===== config.mk =====
export PLATFORM = sky130hd
export DESIGN_NAME = kesp_ctrl
export DESIGN_NICKNAME = d
export VERILOG_FILES = /design/src/design/kesp_pkg.sv /design/src/design/kesp_ctrl.sv
export VERILOG_INCLUDE_DIRS = /design/src /design/src/design
export SDC_FILE = /design/constraint.sdc
export NUM_CORES = 1
export LEC_CHECK = 0
export BUFFER_PORTS_ARGS = -buffer_cell sky130_fd_sc_hd__buf_4
export CAP_MARGIN = 5
export CORE_AREA = 3 3 40 42
export CTS_CLUSTER_DIAMETER = 150
export DETAILED_ROUTE_END_ITERATION = 10
export DIE_AREA = 0 0 43 45
export SLEW_MARGIN = 20
export SYNTH_ARGS = -nofsm -noshare
export SYNTH_HDL_FRONTEND = slang
export SYNTH_SLANG_ARGS = --single-unit
export TNS_END_PERCENT = 30

===== constraint.sdc =====
create_clock -name aclk -period 2.35 [get_ports aclk]
set_clock_uncertainty 0.1 [all_clocks]
set_input_delay 0.47 -clock aclk [delete_from_list [all_inputs] [get_ports aclk]]
set_output_delay 0.47 -clock aclk [all_outputs]
set_load 0.02 [all_outputs]

===== src/design/k_equal_sum_partition_check_unit_assert.svh =====
// Assertion macros shared by the partition check unit.
`ifndef K_EQUAL_SUM_PARTITION_CHECK_UNIT_ASSERT_SVH
`define K_EQUAL_SUM_PARTITION_CHECK_UNIT_ASSERT_SVH

// same-cycle implication, disabled while reset is low
`define KESP_ASSERT_IMP(label, clk, rst_n, ante, cons) \
    label: assert property (@(posedge clk) disable iff (!(rst_n)) (ante) |-> (cons)) \
        else $error("kesp: same-cycle check failed");

// next-cycle implication, disabled while reset is low
`define KESP_ASSERT_NXT(label, clk, rst_n, ante, cons) \
    label: assert property (@(posedge clk) disable iff (!(rst_n)) (ante) |=> (cons)) \
        else $error("kesp: next-cycle check failed");

`endif


===== src/design/kesp_pkg.sv =====
package kesp_pkg;

    localparam int CFG_W            = 5;
    localparam int IN_DATA_W        = 16;
    localparam int OUT_DATA_W       = 8;
    localparam int OUT_POSS_BIT     = 0;
    localparam int OUT_TOO_MANY_BIT = 1;

    typedef struct packed {
        logic load;       // input word accepted
        logic div_start;  // start total / num_parts
        logic clr_step;   // clear one table entry
        logic mask_rd;    // read table entry of current mask
        logic scan;       // try one element on current mask
        logic mask_next;  // advance to next mask
        logic out_load;   // load result register
        logic out_poss;   // result value for out_load
    } ctrl_cmd_t;

    typedef struct packed {
        logic np_one;
        logic np_zero;
        logic div_busy;
        logic rem_zero;
        logic mask_full;
        logic ent_valid;
        logic elem_last;
        logic full_ok;
        logic out_free;
    } dp_status_t;

endpackage


===== src/design/kesp_ctrl.sv =====
`include "k_equal_sum_partition_check_unit_assert.svh"

module kesp_ctrl (
    input  logic                 aclk,
    input  logic                 aresetn,
    input  logic                 s_tvalid,
    input  logic                 s_tlast,
    output logic                 s_tready,
    input  kesp_pkg::dp_status_t st,
    output kesp_pkg::ctrl_cmd_t  cmd
);
    import kesp_pkg::*;

    localparam logic [2:0] S_LOAD   = 3'd0;
    localparam logic [2:0] S_DECIDE = 3'd1;
    localparam logic [2:0] S_DIV    = 3'd2;
    localparam logic [2:0] S_CLEAR  = 3'd3;
    localparam logic [2:0] S_RD     = 3'd4;
    localparam logic [2:0] S_SCAN   = 3'd5;
    localparam logic [2:0] S_DONE   = 3'd6;

    logic [2:0] state_reg, state_next;
    logic       poss_reg, poss_next;

    assign s_tready = state_reg == S_LOAD;

    always_comb begin
        state_next = state_reg;
        poss_next  = poss_reg;
        cmd        = '0;
        cmd.load   = s_tvalid && s_tready;
        unique case (state_reg)
            S_LOAD: begin
                if (cmd.load && s_tlast) begin
                    state_next = S_DECIDE;
                end
            end
            S_DECIDE: begin
                priority if (st.np_one) begin
                    poss_next  = 1'b1;
                    state_next = S_DONE;
                end else if (st.np_zero) begin
                    poss_next  = 1'b0;
                    state_next = S_DONE;
                end else begin
                    cmd.div_start = 1'b1;
                    state_next    = S_DIV;
                end
            end
            S_DIV: begin
                if (!st.div_busy) begin
                    if (!st.rem_zero) begin
                        poss_next  = 1'b0;
                        state_next = S_DONE;
                    end else begin
                        state_next = S_CLEAR;
                    end
                end
            end
            S_CLEAR: begin
                cmd.clr_step = 1'b1;
                if (st.mask_full) begin
                    state_next = S_RD;
                end
            end
            S_RD: begin
                cmd.mask_rd = 1'b1;
                state_next  = S_SCAN;
            end
            S_SCAN: begin
                if (st.mask_full) begin
                    poss_next  = st.full_ok;
                    state_next = S_DONE;
                end else begin
                    cmd.scan = 1'b1;
                    // invalid masks are skipped after one look
                    if (!st.ent_valid || st.elem_last) begin
                        cmd.mask_next = 1'b1;
                        state_next    = S_RD;
                    end
                end
            end
            S_DONE: begin
                if (st.out_free) begin
                    cmd.out_load = 1'b1;
                    cmd.out_poss = poss_reg;
                    state_next   = S_LOAD;
                end
            end
            default: begin
                state_next = S_LOAD;
            end
        endcase
    end

    always_ff @(posedge aclk) begin
        if (!aresetn) begin
            state_reg <= S_LOAD;
            poss_reg  <= 1'b0;
        end else begin
            state_reg <= state_next;
            poss_reg  <= poss_next;
        end
    end

    `KESP_ASSERT_IMP(a_no_overwrite, aclk, aresetn, cmd.out_load, st.out_free)
    `KESP_ASSERT_IMP(a_div_needed, aclk, aresetn, cmd.div_start,
        !st.np_one && !st.np_zero)
    `KESP_ASSERT_IMP(a_load_idle, aclk, aresetn, cmd.load,
        !st.div_busy && !cmd.clr_step && !cmd.scan)

endmodule


# [Word level (Yosys, flattened, before mapping)]
# Cells that the tools add are included.
[totals] register_bits=4 input_bits=13 out_inout_bits=9 word_cells=50
[op_classes] eq_ne=14 muxes=26 n_reduce_logical=8
[ops] operator="$mux 3" n=9
[ops] operator="$pmux 3 s7" n=1
[ops] operator="$mux 1" n=11
[ops] operator="$ne 2x2->1 const B" n=5
[ops] operator="$reduce_and 5->1" n=2
[ops] operator="$eq 3x3->1 const B" n=3
[ops] operator="$mux 2" n=4
[ops] operator="$eq 3x2->1 const B" n=2
[ops] operator="$ne 3x3->1 const B" n=2
[ops] operator="$eq 3x1->1 const B" n=1
[ops] operator="$logic_not 3->1" n=1
[ops] operator="$pmux 1 s3" n=1
[ops] operator="$reduce_bool 3->1" n=1
[ops] operator="$logic_and 1x1->1" n=2
[ops] operator="$ne 2x1->1 const B" n=1
[ops] operator="$logic_not 1->1" n=1
[ops] operator="$logic_or 1x1->1" n=1

# [Longest topological paths before layout]
# Gate-level depths: netlist (run 1).
[logic_depth] depth_word=5 depth_mapped=6 ltp_nobuf=5

# [Least setup slack after synthesis (run 1)]
# OpenSTA, ideal clock, no wires.
[synth_path] path_type="in2out" from="in st[4] in the netlist's numbering" to="out cmd[2] in the netlist's numbering" t_arrival_ns=1.349 required_time_ns=1.780 slack_ns=0.431 stages=4 n_path_buf=0 cell_sequence="nand2b_1 -> or2_2 -> inv_1 -> and2_1"
[synth_rtl] item="start, declared" line="kesp_ctrl.sv:9" source="input kesp_pkg::dp_status_t st,"
[synth_rtl] item="end, declared" line="kesp_ctrl.sv:10" source="output kesp_pkg::ctrl_cmd_t cmd"

==> results of run 1 <==
-- synth_stat cells (all sizes together) --
| library cell | number |
|---|---|
| o21ai | 4 |
| a211oi | 1 |
| nor3 | 2 |
| a21oi | 2 |
| nor2b | 2 |
| and2b | 1 |
| dfxtp | 4 |
| a2111oi | 2 |
| or2 | 1 |
| nand3 | 1 |
| buf | 3 |
| and2 | 4 |
| nor2 | 4 |
| and3 | 1 |
| a21boi | 1 |
| nand2b | 5 |
| nor3b | 1 |
| inv | 3 |
| or3 | 1 |
| or4bb | 1 |
| o32a | 2 |
| or2b | 3 |
| mux2i | 1 |
| nand2 | 3 |
| o221a | 2 |
| a21o | 1 |
-- metrics by stage --
stage / setup WS, ps / util (%)
after floorplan: 431 / -
after global placement: 402 / 47.8
after detailed placement: 395 / 47.8
after CTS: 234 / 49.6
after global routing: 149 / 49.6
final: 239 / 49.6
-- area by class of cell --
| class | instances | area share (%) |
|---|---|---|
| well taps | 15 | 2.95 |
| repair buffers | 24 | 28.3 |
| inverters | 3 | 1.77 |
| flip-flops and latches | 4 | 12.6 |
| multi-input cells | 46 | 50.9 |
| clock buffers | 3 | 3.54 |
-- power by group through the flow --
stage	logic, mW	clock network [mW]	registers (mW)
after floorplan	0.317	0	0.108
after global placement	0.423	0	0.124
after detailed placement	0.419	0	0.124
after CTS	0.420	0.0922	0.123
after global routing	0.458	0.0932	0.128
final	0.417	0.0864	0.124
-- kinds of logic after synthesis --
group                  Yosys count  share of synthesized area [%]
and+or+nand+nor                 30                           41.8
DFF                              4                           18.1
AOI/OAI and AO/OA               15                           29.1
buffers and inverters            6                           8.76
muxes                            1                           2.26
-- worst min-delay path, cell delays in order (launching register included) --
cell and delay [ps]:
dfxtp_1 300, nand2_1 50, mux2i_1 60
-- worst max path at each step --
stage	start	end	slack, ps	depth (start not counted)
floorplan	st[4]	cmd[2]	430	4
global placement	st[4]	cmd[2]	400	6
detailed placement	st[4]	cmd[2]	390	6
CTS	state_reg[1]$_SDFFE_PN0P_	cmd[2]	230	5
global route	state_reg[1]$_SDFFE_PN0P_	cmd[2]	150	5
finish	state_reg[1]$_SDFFE_PN0P_	cmd[2]	240	5
-- per-layer routing --
layer  global-route usage, %  vias up  part of all wire, %
met1                    16.9      209                   47
met5                       0        -                    0
li1                        -      250                    -
met3                    2.39        2                  7.0
met2                    21.0       22                   45
met4                    9.04        0                  1.2
==> summary.txt, run 1 <==
Worst setup path
  • Critical Path Source Type: flip-flop
  • Crit path max-delay family: simple AND/OR/NAND/NOR gates
  • WP buf/inv: 2
  • CP Class: flip-flop to primary output
  • Endpoint type of the worst setup path: primary output
  • Crit Path Max Fanout: 8
  • R2r endpoint: state_reg[2]$_SDFFE_PN0P_
  • Worst reg2reg setup slack: 550 ps
  • R2r worst-path depth: 5
  • Crit path cell chain: nand2b_1 -> or2_2 -> inv_1 -> and2_1 -> buf_4
  • Slowest-stage cell, CP: dfxtp_1
  • Max incr delay on CP: 380 ps
  • Arrival time at the worst endpoint: 1540 ps
  • Required time worst endpoint: 1780 ps
  • Worst flop-to-flop path startpoint: state_reg[1]$_SDFFE_PN0P_

Yosys
  • Register area share after synthesis: 18.1%
  • Top cells by area, synth: dfxtp_1 (18%), and2_1 (5.6%), nand2b_1 (5.6%), buf_6 (5.1%), o221a_1 (5.1%)
  • Yosys reg bits: 4
  • Share of the synthesized area in the top cell type: 18.1%
  • Synth warn: 0
  • Mapped Area: 443 um^2
  • Synth Area per Inst: around 7.9 um^2
  • Post-synth top area cell: dfxtp_1
  • Synth Instances: 56
  • Yosys cell types: 29
  • Syn Nets: 69

Timing
  • Final Hold Fails: 0
  • Worst hold margin: 359 ps
  • Minimum clock period: about 2100 ps
  • Max Freq: 0.474 GHz
  • Max-slew headroom: 74.7%
  • Final setup fails: 0
  • Worst-margin pin slew: 370 ps
  • Setup TNS Final: 0 ps
  • RSZ-0062 raised after global routing: no
  • Period Utilization, post-route: 89.8%
  • Final max-slew violation count: 0

Worst hold path
  • Hold crit path type: flip-flop to flip-flop
  • Hold Crit Start: poss_reg$_SDFFE_PN0P_
  • Hold Crit Endpoint: poss_reg$_SDFFE_PN0P_
  • Hold Path Stages: 2

Pwr
  • Total Power: 0.627 mW
  • Switch share: between 40% and 50%
  • Clock power frac: roughly 14%
  • Switching power: around 0.27 mW
  • Pwr Density: 985 mW/mm^2
  • VDD IR max: 478 uV
  • Sequential share of power: 19.7%
  • Leak Pwr: 0.290 nW
  • Comb pwr share: 66.5%
  • Cell internal pwr: about 0.35 mW

Route
  • Vias/cell: 5.08
  • Number of DRC markers in iteration 0: 8
  • Residual DRC: 0
  • Vias: 483
  • Wire per inst: 12.4 um
  • Post-DRT Antenna Nets: 0
  • Total wire length: between 1 and 1.5 mm
  • 1st-pass router iterations: 4

Placement
  • DP Cell Count: 92
  • Post-Place Cell Area: a little over 600 um^2
  • Post-DP HPWL: 947 um
  • # port buffers: 21
  • GPL Wtd Cong: 0.743

Global route
  • GRT Overall Usage: 13.4%
  • Largest net degree at the start of global routing: 13
  • Remaining Overflow, GRT: 0
  • Initial antenna violation count: 0
  • Number of global-route vias before repair: approximately 460
  • Global-route wire length before repair: 1.97 mm

Clock tree
  • Worst skew pair latency: 240 ps
  • H-tree depth: 1
  • CTS root buf: clkbuf_4
  • CTS tree: yes
  • Clk sinks: 4
  • Clock Tree Buf Depth: 2
  • Cts repair resizes: 0
  • Setup bufs post-CTS: 0
  • CTS buffer count: 3
  • Clock-pin slew on the worst setup and hold paths: 40 ps
  • CTS Hold Bufs: 0

Die
  • Num ports: 22
  • Total die area: about 0.0019 mm^2
  • Core area: 0.00128 mm^2
  • FP Rows: 13
  • Die X: 43 um
  • Initial core utilization: 34.5%
  • Die H: 45 um

Layout
  • Share of cells above drive strength 1: 41.3%
  • Post-route cell area: 637 um^2
  • Final nets: 95
  • Area grow syn2layout: 43.8%
  • Commonest cells after routing, fill and taps aside: buf_4 (24), nor2_1 (4), nand2b_1 (4), and2_1 (4), dfxtp_1 (4)
  • Seq. cell area: ~80 um^2
  • N_diodes: 0
  • Max reg flops: 3
  • Non-filler cells, final: 95
  • Footprint of the multi-input gates: 324 um^2
  • Commonest non-fill, non-tap cell in the layout: buf_4
  • Fill cells: 136

Job
  • Max-cap viol count: 0

Outcome
  • Status: finished, final reports clean
(Power assumes the default switching activity.)
==> run 2: changes to the inputs <==
Settings changed: MAX_ROUTING_LAYER set to met4.
==> run 2 against run 1 <==
Global-route usage up 0.40 points. Count of clock-buffer cells in the layout unchanged. Register-to-register slack about the same. Worst setup slack worse by 9.4 ps. First-iteration DRC count up 38%. Sequential share of layout area unchanged. Critical path depth unchanged. Hold slack about the same. Critical path type unchanged. Critical endpoint unchanged. Highest routed layer unchanged.
==> summary.txt, run 2 (synthesis results as in run 1) <==
Route
  • Number of DRC markers in iteration 0: 11 (was 8)
  • 1st-pass router iterations: 4 (unchanged)
  • Vias/cell: 5.04 (was 5.08)
  • Residual DRC: 0 (unchanged)
  • Post-DRT Antenna Nets: 0 (unchanged)
  • Total wire length: 1.18 mm (unchanged)
  • Vias: 479 (was 483)
  • Wire per inst: 12.4 um (unchanged)

Global route
  • Initial antenna violation count: 0 (unchanged)
  • GRT Overall Usage: 13.8% (was 13.4%)
  • Number of global-route vias before repair: 464 (was 462)
  • Global-route wire length before repair: 1.97 mm (about the same)
  • Largest net degree at the start of global routing: 13 (unchanged)
  • Remaining Overflow, GRT: 0 (unchanged)

Placement
  • GPL Wtd Cong: 0.753 (was 0.743)
  • Post-DP HPWL: 947 um (unchanged)
  • # port buffers: 21 (unchanged)
  • DP Cell Count: 92 (unchanged)

Layout
  • Commonest non-fill, non-tap cell in the layout: buf_4 (unchanged)
  • Area grow syn2layout: 43.8% (unchanged)
  • Share of cells above drive strength 1: 41.3% (unchanged)
  • Max reg flops: 3 (unchanged)
  • Footprint of the multi-input gates: 324 um^2 (unchanged)
  • Seq. cell area: 80.1 um^2 (unchanged)
  • N_diodes: 0 (unchanged)
  • Fill cells: 136 (unchanged)
  • Commonest cells after routing, fill and taps aside: buf_4 (24), nor2_1 (4), nand2b_1 (4), and2_1 (4), dfxtp_1 (4) (unchanged)
  • Non-filler cells, final: 95 (unchanged)
  • Final nets: 95 (unchanged)

Die
  • Die X: 43 um (unchanged)
  • FP Rows: 13 (unchanged)
  • Die H: 45 um (unchanged)
  • Total die area: 0.00194 mm^2 (unchanged)
  • Core area: 0.00128 mm^2 (unchanged)
  • Num ports: 22 (unchanged)
  • Initial core utilization: 34.5% (unchanged)

Timing
  • Final setup fails: 0 (unchanged)
  • Minimum clock period: 2120 ps (was 2110 ps)
  • Worst-margin pin slew: 368 ps (was 370 ps)
  • Max Freq: 0.472 GHz (was 0.474 GHz)
  • Period Utilization, post-route: 90.2% (was 89.8%)
  • RSZ-0062 raised after global routing: no (unchanged)
  • Final Hold Fails: 0 (unchanged)
  • Setup TNS Final: 0 ps (unchanged)
  • Max-slew headroom: 74.8% (was 74.7%)
  • Final max-slew violation count: 0 (unchanged)

Worst hold path
  • Hold crit path type: flip-flop to flip-flop (unchanged)

Worst setup path
  • Crit Path Max Fanout: 8 (unchanged)
  • CP Class: flip-flop to primary output (unchanged)
  • Max incr delay on CP: 380 ps (about the same)
  • WP buf/inv: 2 (unchanged)
  • Slowest-stage cell, CP: dfxtp_1 (unchanged)
  • Crit path max-delay family: simple AND/OR/NAND/NOR gates (unchanged)
  • Critical Path Source Type: flip-flop (unchanged)
  • Required time worst endpoint: 1780 ps (about the same)
  • Crit path cell chain: nand2b_1 -> or2_2 -> inv_1 -> and2_1 -> buf_4 (unchanged)
  • Arrival time at the worst endpoint: 1550 ps (was 1540 ps)
  • Endpoint type of the worst setup path: primary output (unchanged)

Clock tree
  • Clock-pin slew on the worst setup and hold paths: 40 ps (about the same)
  • CTS tree: yes (unchanged)
  • CTS root buf: clkbuf_4 (unchanged)
  • Cts repair resizes: 0 (unchanged)
  • Clk sinks: 4 (unchanged)
  • Clock Tree Buf Depth: 2 (unchanged)
  • Worst skew pair latency: 240 ps (about the same)
  • Setup bufs post-CTS: 0 (unchanged)
  • CTS Hold Bufs: 0 (unchanged)
  • H-tree depth: 1 (unchanged)
  • CTS buffer count: 3 (unchanged)

Pwr
  • Leak Pwr: 0.290 nW (unchanged)
  • Pwr Density: 988 mW/mm^2 (was 985 mW/mm^2)
  • VDD IR max: 479 uV (was 478 uV)

Outcome
  • Status: finished, final reports clean (unchanged)

Job
  • Max-cap viol count: 0 (unchanged)
## run 2: cell counts in the layout (fill, tap and decap cells not counted)
Identical to the previous run, type by type.
## run 2: through the flow
step | power (mW) | instance area (um^2) | worst slack (ps) | hold WS, ps | utilization, %
floorplan | 0.425 | 443 | 431 | 330 | -
global placement | 0.547 | 614 | 402 | 357 | 47.8
detailed placement | 0.543 | 614 | 395 | 354 | 47.8
CTS | 0.635 | 637 | 234 | 362 | 49.6
global route | 0.680 | 637 | 150 | 393 | 49.6
finish | 0.629 | 637 | 230 | 359 | 49.6
## run 2: worst register-to-register path: stages, from the launching register on
cell and delay, ps:
dfxtp_1 380, buf_4 180, or4bb_1 520, a21oi_2 190
a2111oi_0 80, o221a_1 250
## run 2: routing by layer
layer  GRT usage, %  up-vias  wire length [um]
met5              -        -                 0
met4           9.04        0                14
met3           1.99        2                70
met2           21.3       18               531
met1           16.9      209               563
li1               -      250                 -
## run 2: path summary, 6_finish.rpt
path                             start                         to  slack, ps  cells past startpoint
min reg2reg      poss_reg$_SDFFE_PN0P_      poss_reg$_SDFFE_PN0P_        360                      2
max          state_reg[1]$_SDFFE_PN0P_                     cmd[2]        230                      5
max reg2reg  state_reg[1]$_SDFFE_PN0P_  state_reg[2]$_SDFFE_PN0P_        540                      5
min              poss_reg$_SDFFE_PN0P_      poss_reg$_SDFFE_PN0P_        360                      2
## run 2: layout make-up
cell class | count | area share (%)
sequential | 4 | 12.6
clock buffer | 3 | 3.54
timing repair buffer | 24 | 28.3
inverter | 3 | 1.77
tap | 15 | 2.95
multi-input combinational | 46 | 50.9
## run 2: power breakdown
part / leakage [nW] / internal (mW) / total (mW) / switching [mW]
combinational: 0.243 / 0.204 / 0.419 / 0.215
sequential: 0.0329 / 0.0934 / 0.124 / 0.0309
clock: 0.0138 / 0.0572 / 0.0862 / 0.0290
==> run 3: changes to the inputs <==
Settings changed: ABC_AREA set to 1.
==> run 3 against run 2 <==
Sequential share of layout area is 0.18 points higher. Count of clock-buffer cells in the layout unchanged. Sequential power rose by 6%. Worst setup slack gained 240 ps. First-iteration DRC count fell by 27%. Total power down 7.0%. Final area fell by 1.4%. Maximum frequency rose by 13%. Wire length about the same. Synthesized cell count up 38%. Combinational power decreased by 13%. Via count up 11%. Critical path type unchanged. Critical endpoint unchanged.
==> summary.txt, run 3 <==
Timing
  • Worst hold margin: 362 ps (was 359 ps)
  • Setup TNS Final: 0 ps (unchanged)
  • Max Freq: 0.532 GHz (was 0.472 GHz)
  • Final setup fails: 0 (unchanged)
  • Max-slew headroom: 77.1% (was 74.8%)
  • Period Utilization, post-route: 80.0% (was 90.2%)
  • Minimum clock period: 1880 ps (was 2120 ps)
  • Final Hold Fails: 0 (unchanged)
  • RSZ-0062 raised after global routing: no (unchanged)
  • Final max-slew violation count: 0 (unchanged)
  • Worst-margin pin slew: 343 ps (was 368 ps)

Worst setup path
  • CP Class: flip-flop to primary output (unchanged)
  • Crit path max-delay family: simple AND/OR/NAND/NOR gates (unchanged)
  • Arrival time at the worst endpoint: 1310 ps (was 1550 ps)
  • Slowest-stage cell, CP: dfxtp_1 (unchanged)
  • Crit Path Max Fanout: 8 (unchanged)
  • Crit path cell chain: inv_1 -> nor2_4 -> nand2_2 -> nor2_1 -> buf_4 (was nand2b_1 -> or2_2 -> inv_1 -> and2_1 -> buf_4)
  • WP buf/inv: 2 (unchanged)
  • Max incr delay on CP: 370 ps (was 380 ps)
  • Endpoint type of the worst setup path: primary output (unchanged)
  • Required time worst endpoint: 1780 ps (about the same)
  • Critical Path Source Type: flip-flop (unchanged)

Clock tree
  • Worst skew pair latency: 240 ps (about the same)
  • CTS root buf: clkbuf_4 (unchanged)
  • CTS buffer count: 3 (unchanged)
  • Cts repair resizes: 0 (unchanged)
  • Clock-pin slew on the worst setup and hold paths: 40 ps (about the same)
  • CTS Hold Bufs: 0 (unchanged)
  • Clock Tree Buf Depth: 2 (unchanged)
  • H-tree depth: 1 (unchanged)
  • Clk sinks: 4 (unchanged)
  • Setup bufs post-CTS: 0 (unchanged)
  • CTS tree: yes (unchanged)

Layout
  • N_diodes: 0 (unchanged)
  • Share of cells above drive strength 1: 34.0% (was 41.3%)
  • Commonest cells after routing, fill and taps aside: buf_4 (21), nor2_1 (17), inv_1 (15) (was buf_4 (24), nor2_1 (4), nand2b_1 (4), and2_1 (4), dfxtp_1 (4))
  • Non-filler cells, final: 115 (was 95)
  • Final nets: 115 (was 95)
  • Area grow syn2layout: 44.7% (was 43.8%)
  • Max reg flops: 3 (unchanged)
  • Commonest non-fill, non-tap cell in the layout: buf_4 (unchanged)
  • Fill cells: 143 (was 136)

Pwr
  • Pwr Density: 932 mW/mm^2 (was 988 mW/mm^2)
  • Total Power: 0.585 mW (was 0.629 mW)
  • VDD IR max: 368 uV (was 479 uV)
  • Clock power frac: 15.1% (was 13.7%)
  • Cell internal pwr: 0.295 mW (was 0.354 mW)
  • Sequential share of power: 22.4% (was 19.7%)
  • Leak Pwr: 0.359 nW (was 0.290 nW)
  • Switching power: 0.291 mW (was 0.275 mW)
  • Switch share: 49.7% (was 43.7%)
  • Comb pwr share: 62.5% (was 66.6%)

Die
  • FP Rows: 13 (unchanged)
  • Initial core utilization: 33.8% (was 34.5%)
  • Total die area: 0.00194 mm^2 (unchanged)
  • Die H: 45 um (unchanged)
  • Core area: 0.00128 mm^2 (unchanged)
  • Num ports: 22 (unchanged)
  • Die X: 43 um (unchanged)

Job
  • Max-cap viol count: 0 (unchanged)

Placement
  • DP Cell Count: 112 (was 92)
  • GPL Wtd Cong: 0.766 (was 0.753)
  • Post-DP HPWL: 988 um (was 947 um)
  • # port buffers: 21 (unchanged)

Yosys
  • Synth Instances: 77 (was 56)
  • Most common cell in the netlist: nor2_1
  • Asr flop ratio synth: 0% (unchanged)
  • Synth warn: 0 (unchanged)
  • Yosys cell types: 20 (was 29)
  • Top cells by area, synth: dfxtp_1 (18%), nor2_1 (15%), inv_1 (13%), nand3_1 (12%), nor2_4 (10%) (was dfxtp_1 (18%), and2_1 (5.6%), nand2b_1 (5.6%), buf_6 (5.1%), o221a_1 (5.1%))
  • Post-synth EDFFs: 0 (unchanged)
  • Yosys reg bits: 4 (unchanged)
  • Register area share after synthesis: 18.4% (was 18.1%)
  • Top FF cell, synth: dfxtp_1 (unchanged)
  • Mapped Area: 434 um^2 (was 443 um^2)
  • Syn Nets: 90 (was 69)
  • Share of the synthesized area in the top cell type: 18.4% (was 18.1%)
  • Synth cell count leaders: nor2_1 (17), inv_1 (15), nand2_1 (10), nand3_1 (10) (was and2_1 (4), dfxtp_1 (4), nand2b_1 (4), nor2_1 (4))
  • Synth Area per Inst: 5.64 um^2 (was 7.91 um^2)
  • Post-synth top area cell: dfxtp_1 (unchanged)

Route
  • Vias/cell: 4.64 (was 5.04)
  • Vias: 534 (was 479)
  • Post-DRT Antenna Nets: 0 (unchanged)
  • Residual DRC: 0 (unchanged)
  • Wire per inst: 10.3 um (was 12.4 um)
  • 1st-pass router iterations: 4 (unchanged)
  • Number of DRC markers in iteration 0: 8 (was 11)
  • Total wire length: 1.18 mm (about the same)

Global route
  • Largest net degree at the start of global routing: 11 (was 13)
  • Initial antenna violation count: 0 (unchanged)
  • Global-route wire length before repair: 2.02 mm (was 1.97 mm)
  • Number of global-route vias before repair: 487 (was 464)
  • Remaining Overflow, GRT: 0 (unchanged)
  • GRT Overall Usage: 14.2% (was 13.8%)

Outcome
  • Status: finished, final reports clean (unchanged)

Worst hold path
  • Hold crit path type: input port to flip-flop (was flip-flop to flip-flop)
-- run 3: final timing paths --
kind	from	end	slack, ps	cells past startpoint
hold reg to reg	poss_reg$_SDFFE_PN0P_	poss_reg$_SDFFE_PN0P_	390	2
setup / recovery	state_reg[0]$_SDFFE_PN0P_	cmd[2]	470	5
setup reg to reg	state_reg[1]$_SDFFE_PN0P_	state_reg[1]$_SDFFE_PN0P_	910	7
hold / removal	aresetn	state_reg[0]$_SDFFE_PN0P_	360	3
-- run 3: worst reg2reg max path, stage by stage (launching register included) --
cell and delay, ps:
dfxtp_1 510, nor2_1 150, nand3_1 130, nand2_1 100
nor2_4 130, nand2_1 60, o21ai_1 110, inv_1 50
-- run 3: power by group through the flow --
stage | registers, mW | logic [mW] | clock network, mW
final | 0.131 | 0.366 | 0.0885
after global routing | 0.137 | 0.415 | 0.0915
after CTS | 0.131 | 0.371 | 0.0875
after detailed placement | 0.132 | 0.369 | 0
after global placement | 0.130 | 0.369 | 0
after floorplan | 0.113 | 0.276 | 0
-- run 3: cell type report --
cell class / count / area (um^2) / area share, %
clock buffer: 3 / 22.5 / 3.59
multi-input combinational: 56 / 289 / 46.0
sequential: 4 / 80.1 / 12.7
tap: 15 / 18.8 / 2.99
inverter: 16 / 60.1 / 9.56
timing repair buffer: 21 / 158 / 25.1
-- run 3: layer usage --
metal	wire length, um	vias to the layer above	GRT usage, %
met5	0	-	-
met4	14	0	7.23
met3	74	2	3.59
met2	554	16	22.5
met1	537	229	16.8
li1	-	287	-
-- run 3: metrics by stage --
stage / setup WS (ps) / cell area (um^2) / utilization, %
final: 471 / 628 / 48.9
after CTS: 470 / 628 / 48.9
after detailed placement: 716 / 606 / 47.1
after global placement: 719 / 606 / 47.1
after global routing: 366 / 628 / 48.9
after floorplan: 783 / 434 / -
-- run 3: kinds of logic after synthesis --
group	Yosys count	synth area share [%]
and+or+nand+nor	50	59.4
AOI/OAI and AO/OA	6	7.20
DFF	4	18.4
buffers and inverters	17	15.0
